## src/hdl/fiht_pkg.sv

```systemverilog
// Shared types and constants for the frame index hash table.
// Used by fiht_ctrl, fiht_dp and frame_index_hash_table; no dependencies.
`timescale 1ns / 1ps

package fiht_pkg;

   localparam int FRAME_W = 14;
   localparam int KEY_W   = 32;

   localparam logic [1:0] OP_ASSIGN = 2'd0;
   localparam logic [1:0] OP_LOOKUP = 2'd1;
   localparam logic [1:0] OP_FETCH  = 2'd2;

   localparam logic [KEY_W-1:0] HASH_MULT = 32'd383;

   typedef enum logic [4:0] {
      ST_CLEAR,
      ST_IDLE,
      ST_DISPATCH,
      ST_G_KEY,
      ST_G_SLOT,
      ST_A_KRD,
      ST_A_KCHK,
      ST_C_KEY,
      ST_C_SRD,
      ST_C_SWR,
      ST_P_RD,
      ST_P_CHK,
      ST_L_GRP,
      ST_L_SRD,
      ST_L_SCHK,
      ST_L_KCHK,
      ST_L_NEXT,
      ST_F_DATA,
      ST_DONE
   } state_type;

   typedef struct packed {
      logic clr_step;
      logic req_load;
      logic alloc_frame;
      logic alloc_max;
      logic kinit_grp;
      logic kinit_clean;
      logic k_step;
      logic sinit_frame;
      logic sinit_max;
      logic s_clr_wr;
      logic s_rd;
      logic s_cond_wr;
      logic s_step;
      logic key_rd_frame;
      logic probe_init;
      logic probe_rd;
      logic probe_adv;
      logic assign_wr;
      logic lk_init;
      logic lk_grp_init;
      logic lk_hit_rd;
      logic lk_chk;
      logic lk_dec;
      logic set_err;
      logic fetch_latch;
      logic rsp_load;
   } cmd_type;

   typedef struct packed {
      logic [1:0] op;
      logic       clr_done;
      logic       frame_ok;
      logic       frame_first;
      logic       fetch_ok;
      logic       key_nz;
      logic       clean_ok;
      logic       clean_keys_empty;
      logic       kdone;
      logic       sdone;
      logic       slot_zero;
      logic       left_zero;
      logic       maxf_zero;
      logic       grp_active;
      logic       lk_stop;
   } stat_type;

endpackage

```

## src/hdl/fiht_ctrl.sv

```systemverilog
// Sequencer for the frame index hash table: clear pass, assign, lookup, fetch.
// Depends on fiht_pkg; drives fiht_dp through cmd_type, reads stat_type.
`timescale 1ns / 1ps

module fiht_ctrl (
   input  logic              clock,
   input  logic              reset,
   input  logic              req_valid,
   output logic              req_ready,
   input  logic              rsp_ready,
   output logic              rsp_valid,
   input  fiht_pkg::stat_type stat,
   output fiht_pkg::cmd_type  cmd
);

   fiht_pkg::state_type state_ff, state_in;
   logic                rsp_valid_ff, rsp_valid_in;
   logic                rsp_free;

   assign rsp_free  = !rsp_valid_ff || rsp_ready;
   assign req_ready = (state_ff == fiht_pkg::ST_IDLE);
   assign rsp_valid = rsp_valid_ff;

   always_ff @(posedge clock) begin
      if (reset) begin
         state_ff     <= fiht_pkg::ST_CLEAR;
         rsp_valid_ff <= 1'b0;
      end else begin
         state_ff     <= state_in;
         rsp_valid_ff <= rsp_valid_in;
      end
   end

   always_comb begin
      rsp_valid_in = rsp_valid_ff && !rsp_ready;
      if (cmd.rsp_load) begin
         rsp_valid_in = 1'b1;
      end
   end

   // next state
   always_comb begin
      state_in = state_ff;
      case (state_ff)
         fiht_pkg::ST_CLEAR: begin
            if (stat.clr_done) state_in = fiht_pkg::ST_IDLE;
         end
         fiht_pkg::ST_IDLE: begin
            if (req_valid) state_in = fiht_pkg::ST_DISPATCH;
         end
         fiht_pkg::ST_DISPATCH: begin
            state_in = fiht_pkg::ST_DONE;
            if (stat.op == fiht_pkg::OP_ASSIGN) begin
               if (stat.frame_ok) begin
                  state_in = stat.frame_first ? fiht_pkg::ST_G_KEY : fiht_pkg::ST_A_KRD;
               end
            end else if (stat.op == fiht_pkg::OP_LOOKUP) begin
               if (!stat.maxf_zero) state_in = fiht_pkg::ST_L_GRP;
            end else if (stat.op == fiht_pkg::OP_FETCH) begin
               if (stat.fetch_ok) state_in = fiht_pkg::ST_F_DATA;
            end
         end
         fiht_pkg::ST_G_KEY: begin
            if (stat.kdone) state_in = fiht_pkg::ST_G_SLOT;
         end
         fiht_pkg::ST_G_SLOT: begin
            if (stat.sdone) state_in = fiht_pkg::ST_A_KRD;
         end
         fiht_pkg::ST_A_KRD: state_in = fiht_pkg::ST_A_KCHK;
         fiht_pkg::ST_A_KCHK: begin
            if (stat.key_nz && stat.clean_ok) begin
               state_in = stat.clean_keys_empty ? fiht_pkg::ST_C_SRD : fiht_pkg::ST_C_KEY;
            end else begin
               state_in = fiht_pkg::ST_P_RD;
            end
         end
         fiht_pkg::ST_C_KEY: begin
            if (stat.kdone) state_in = fiht_pkg::ST_C_SRD;
         end
         fiht_pkg::ST_C_SRD: state_in = fiht_pkg::ST_C_SWR;
         fiht_pkg::ST_C_SWR: begin
            state_in = stat.sdone ? fiht_pkg::ST_P_RD : fiht_pkg::ST_C_SRD;
         end
         fiht_pkg::ST_P_RD: state_in = fiht_pkg::ST_P_CHK;
         fiht_pkg::ST_P_CHK: begin
            if (stat.slot_zero || stat.left_zero) state_in = fiht_pkg::ST_DONE;
            else state_in = fiht_pkg::ST_P_RD;
         end
         fiht_pkg::ST_L_GRP: begin
            state_in = stat.grp_active ? fiht_pkg::ST_L_SRD : fiht_pkg::ST_L_NEXT;
         end
         fiht_pkg::ST_L_SRD: state_in = fiht_pkg::ST_L_SCHK;
         fiht_pkg::ST_L_SCHK: begin
            if (stat.slot_zero) state_in = fiht_pkg::ST_L_NEXT;
            else if (stat.left_zero) state_in = fiht_pkg::ST_DONE;
            else state_in = fiht_pkg::ST_L_KCHK;
         end
         fiht_pkg::ST_L_KCHK: state_in = fiht_pkg::ST_L_SRD;
         fiht_pkg::ST_L_NEXT: begin
            state_in = stat.lk_stop ? fiht_pkg::ST_DONE : fiht_pkg::ST_L_GRP;
         end
         fiht_pkg::ST_F_DATA: state_in = fiht_pkg::ST_DONE;
         fiht_pkg::ST_DONE: begin
            if (rsp_free) state_in = fiht_pkg::ST_IDLE;
         end
         default: state_in = fiht_pkg::ST_IDLE;
      endcase
   end

   // commands
   always_comb begin
      cmd = '0;
      case (state_ff)
         fiht_pkg::ST_CLEAR: cmd.clr_step = 1'b1;
         fiht_pkg::ST_IDLE: cmd.req_load = req_valid;
         fiht_pkg::ST_DISPATCH: begin
            if (stat.op == fiht_pkg::OP_ASSIGN && stat.frame_ok) begin
               cmd.alloc_frame = 1'b1;
               if (stat.frame_first) begin
                  cmd.kinit_grp   = 1'b1;
                  cmd.sinit_frame = 1'b1;
               end
            end else if (stat.op == fiht_pkg::OP_LOOKUP && !stat.maxf_zero) begin
               cmd.lk_init = 1'b1;
            end else if (stat.op == fiht_pkg::OP_FETCH && stat.fetch_ok) begin
               cmd.key_rd_frame = 1'b1;
            end
         end
         fiht_pkg::ST_G_KEY: cmd.k_step = 1'b1;
         fiht_pkg::ST_G_SLOT: begin
            cmd.s_clr_wr = 1'b1;
            cmd.s_step   = 1'b1;
         end
         fiht_pkg::ST_A_KRD: cmd.key_rd_frame = 1'b1;
         fiht_pkg::ST_A_KCHK: begin
            if (stat.key_nz && stat.clean_ok) begin
               cmd.alloc_max   = 1'b1;
               cmd.sinit_max   = 1'b1;
               cmd.kinit_clean = !stat.clean_keys_empty;
            end else begin
               cmd.probe_init = 1'b1;
            end
         end
         fiht_pkg::ST_C_KEY: cmd.k_step = 1'b1;
         fiht_pkg::ST_C_SRD: cmd.s_rd = 1'b1;
         fiht_pkg::ST_C_SWR: begin
            cmd.s_cond_wr  = 1'b1;
            cmd.s_step     = 1'b1;
            cmd.probe_init = stat.sdone;
         end
         fiht_pkg::ST_P_RD: cmd.probe_rd = 1'b1;
         fiht_pkg::ST_P_CHK: begin
            if (stat.slot_zero) cmd.assign_wr = 1'b1;
            else if (stat.left_zero) cmd.set_err = 1'b1;
            else cmd.probe_adv = 1'b1;
         end
         fiht_pkg::ST_L_GRP: cmd.lk_grp_init = stat.grp_active;
         fiht_pkg::ST_L_SRD: cmd.probe_rd = 1'b1;
         fiht_pkg::ST_L_SCHK: begin
            if (!stat.slot_zero) begin
               if (stat.left_zero) cmd.set_err = 1'b1;
               else cmd.lk_hit_rd = 1'b1;
            end
         end
         fiht_pkg::ST_L_KCHK: cmd.lk_chk = 1'b1;
         fiht_pkg::ST_L_NEXT: cmd.lk_dec = !stat.lk_stop;
         fiht_pkg::ST_F_DATA: cmd.fetch_latch = 1'b1;
         fiht_pkg::ST_DONE: cmd.rsp_load = rsp_free;
         default: cmd = '0;
      endcase
   end

   assert property (@(posedge clock) disable iff (reset)
      (state_ff == fiht_pkg::ST_DONE && rsp_free) |=>
         (state_ff == fiht_pkg::ST_IDLE && rsp_valid_ff))
      else $error("result not posted on leaving done");

   assert property (@(posedge clock) disable iff (reset)
      $rose(rsp_valid_ff) |-> $past(state_ff == fiht_pkg::ST_DONE))
      else $error("result posted outside done");

   assert property (@(posedge clock) disable iff (reset)
      (state_ff == fiht_pkg::ST_P_CHK) |-> $past(state_ff == fiht_pkg::ST_P_RD))
      else $error("probe check without slot read");

   assert property (@(posedge clock) disable iff (reset)
      (state_ff == fiht_pkg::ST_L_KCHK) |=> (state_ff == fiht_pkg::ST_L_SRD))
      else $error("lookup key check not followed by next slot read");

   assert property (@(posedge clock) disable iff (reset)
      (state_ff == fiht_pkg::ST_CLEAR) |-> !req_ready)
      else $error("request taken during clear pass");

endmodule

```

## config.mk

```make
export PLATFORM = sky130hd
export DESIGN_NAME = fiht_ctrl
export DESIGN_NICKNAME = d
export VERILOG_FILES = /design/src/hdl/fiht_pkg.sv /design/src/hdl/fiht_ctrl.sv
export SDC_FILE = /design/constraint.sdc
export NUM_CORES = 1
export LEC_CHECK = 0
export BUFFER_PORTS_ARGS = -buffer_cell sky130_fd_sc_hd__buf_4
export CAP_MARGIN = 0
export CORE_MARGIN = 8
export CORE_UTILIZATION = 35
export DETAILED_ROUTE_END_ITERATION = 16
export MAX_ROUTING_LAYER = met4
export PLACE_DENSITY = 0.7
export SYNTH_ARGS = -nofsm -noshare
export SYNTH_HDL_FRONTEND = slang
export SYNTH_SLANG_ARGS = --single-unit
```

## constraint.sdc

```tcl
create_clock -name clock -period 2.3 [get_ports clock]
set_input_delay 0.46 -clock clock [delete_from_list [all_inputs] [get_ports clock]]
set_output_delay 0.46 -clock clock [all_outputs]
set_load 0.02 [all_outputs]
```

==> flow_summary.json <==
{
  "start_util_pct": 37.1,
  "synth_seq_cells": 6,
  "tns_ns": 0,
  "worstPathMaxFanout": 16,
  "dieWidth_microns": 70.3,
  "wire_per_inst_microns": 15.5,
  "cp_common_cell": "buf_4",
  "r2r_start": "state_ff[0]",
  "critPathArrivalTime_ns": 1.66,
  "coreArea_sq_mm": 0.00278,
  "tritoncts": "done",
  "synthCells": 139,
  "synth_cell_type_count": 57,
  "r2r_slack_ns": 0.43,
  "max_stage_delay_ns": 0.33,
  "place.gp.congestion": 0.924,
  "synth_top_area_share_pct": 11.6,
  "async_flop_share_pct": 0,
  "dieArea_sq_mm": 0.00494,
  "timing.fmax_mhz": 472,
  "fin_skew_ns": 0.00230,
  "route.detailed.drc": 0,
  "crit_chain": "buf_4 -> nor3_4 -> nand2_2 -> nor3_2 -> and2_1 -> buf_4",
  "cts_hold_buf": 0,
  "path_class": "flip-flop to output pin",
  "via_per_inst": 5.78,
  "cp_data_required_time_ns": 1.84,
  "grt-ovfl-total": 0,
  "cts.clk_slew.worst_paths_ns": 0.04,
  "finalCritPeriodShare_pct": 92.2,
  "clkLatencyLatePin_ns": 0.24,
  "total_leakage_power_nw": 0.602,
  "worstMarginPinSlew_ns": 0.485,
  "num-fill-cells": 264,
  "dpl_cell_area_sq_mm": 0.00139,
  "power_mw": 0.432,
  "cap_violations": 0,
  "antenna_cells": 0,
  "cts_num_sinks": 6,
  "synthTopCellsByCount": "12 x nand2_1, 11 x nor2_1, 10 x nor3_1",
  "fin_crit_ns": 2.12,
  "antenna_found_initial": 0,
  "max_slew_margin_pct": 67.4,
  "num-nets-final": 205,
  "cts-root-buf": "clkbuf_4",
  "hpwl_mm": 2.70,
  "cts_buffer_depth": 2,
  "synth_top_area_cell": "dfxtp_1",
  "firstDrtPassIters": 4,
  "synth_warnings": 0,
  "synth_most_common_cell": "nand2_1",
  "setup_viol": 0,
  "yosys_most_used_dff": "dfxtp_1",
  "port_buffers": 47,
  "numCtsBuffers": 3,
  "ir_worst_vdd_mv": 0.177,
  "synth-edff-count": 0,
  "drv_slew": 0,
  "stdcell_count": 214,
  "critPathCaptureType": "output pin",
  "area_growth_pct": 37.3,
  "cts_max_level": 1,
  "synth_fp_nets": 159,
  "start_kind": "flip-flop",
  "pin_count": 48,
  "grtUsageTotal_pct": 12.9,
  "dr_total_vias": 1237,
  "synth_area_sq_mm": 0.00103,
  "reg2regPathDepth": 6,
  "grt_max_degree": 18,
  "critical_path.startpoint": "state_ff[0]",
  "fin_area_sq_mm": 0.00142,
  "yosysSeqAreaShare_pct": 11.6,
  "avgSynthCellArea_sq_um": 7.43,
  "rsz0062_at_grt": "false",
  "drtIter0Drc": 64,
  "synth_area_leaders": "dfxtp_1 12%, nor3_1 4.8%, nand2_1 4.4%",
  "final_hold_viol_count": 0,
  "fp.dieH_microns": 70.3,
  "ant_nets": 0,
  "drt-total-wl_mm": 3.31,
  "hold_class": "input port to flip-flop",
  "grt_pass1_vias": 1229,
  "place_inst": 211,
  "rows": 19,
  "p_per_area_mw_per_mm2": 305,
  "endpoint": "cmd[18]",
  "rr_endpoint": "state_ff[2]",
  "status": "completed",
  "drive_above_1_share_pct": 43.2,
  "worst_path_max_delay_cell": "dfxtp_1",
  "grt_pass1_wl_mm": 5.45
}
[cell usage in the layout (no fill, tap or decap), types with 2 or more instances in the layout]
cell | netlist | routed
and3_1 | 6 | 6
and2_1 | 3 | 3
dfxtp_2 | 0 | 3
nand2_1 | 12 | 12
o21ai_0 | 3 | 3
o22ai_1 | 2 | 2
dfxtp_1 | 6 | 3
a311oi_1 | 2 | 2
clkbuf_4 | 0 | 3
a31oi_1 | 2 | 2
mux2i_1 | 2 | 2
buf_4 | 4 | 54
nor3_2 | 2 | 3
o32ai_1 | 3 | 3
o21a_1 | 2 | 2
nor4_1 | 2 | 2
inv_1 | 5 | 5
nand2_2 | 2 | 2
nand2b_1 | 5 | 5
nor2b_1 | 4 | 4
a21oi_1 | 5 | 5
nor3_1 | 10 | 9
nor3b_1 | 2 | 2
nor2_1 | 11 | 11
a32o_1 | 2 | 2
nand3_1 | 3 | 3
[metal layers]
metal,track usage (%),share of wire [%]
met3,1.41,6.2
met4,4.24,1.2
met5,-,0
met2,21.1,46
met1,16.0,46
[layout make-up]
type | count | area (sq um) | area share [%]
repair buffers | 54 | 405 | 28.6
well taps | 31 | 38.8 | 2.74
inverters | 6 | 22.5 | 1.59
multi-input cells | 114 | 805 | 56.8
clock buffers | 3 | 22.5 | 1.59
flip-flops and latches | 6 | 124 | 8.74
[worst min-delay path by stage]
| stage | start | to | cells after the start | slack (ns) |
|---|---|---|---|---|
| after global routing | reset | state_ff[4] | 2 | 0.43 |
| after floorplan | reset | state_ff[0] | 1 | 0.52 |
| after global placement | rsp_valid | rsp_valid | 2 | 0.50 |
| final | reset | state_ff[0] | 2 | 0.43 |
| after detailed placement | rsp_valid | rsp_valid | 2 | 0.50 |
| after CTS | reset | state_ff[0] | 2 | 0.43 |
[state kept, by name, indices dropped and copies added, names as in the netlist]
signal / flops
rsp_valid: 1
state_ff: 5
[report_power, final]
group	switching (mW)	internal, mW	leakage, nW
Combinational	0.117	0.102	0.538
Clock	0.0347	0.0588	0.0138
Sequential	0.00905	0.110	0.0502
Total	0.161	0.271	0.602
[critical path, delay by kind of cell (launching register included)]
family	cells	cell delay, ns
buf+inv	2	0.35
flops	1	0.33
simple gates	4	0.73
[kinds of logic after synthesis]
group           after synthesis  synth area share (%)
xor+xnor                      1                 0.849
mux                           3                  3.03
flops                         6                  11.6
simple gates                 78                  47.6
compound gates               31                  24.8
buf+inv                      19                  11.0
fa+ha+maj                     1                 0.970
[what timing repair did]
| action | 4_1_cts | 5_1_grt |
|---|---|---|
| endpoints found under the setup margin | 0 | 7 |
| setup buffers | 0 | 0 |
| gates resized for setup | 0 | 4 |
[stage by stage]
step / utilization (%) / hold WS, ns / setup slack, ns
detailed placement: 50.0 / 0.503 / 0.315
global placement: 50.0 / 0.502 / 0.351
floorplan: - / 0.525 / 0.0775
global route: 51.0 / 0.426 / 0.0253
CTS: 50.8 / 0.434 / 0.0624
finish: 51.0 / 0.432 / 0.180
(Power assumes the default switching activity.)
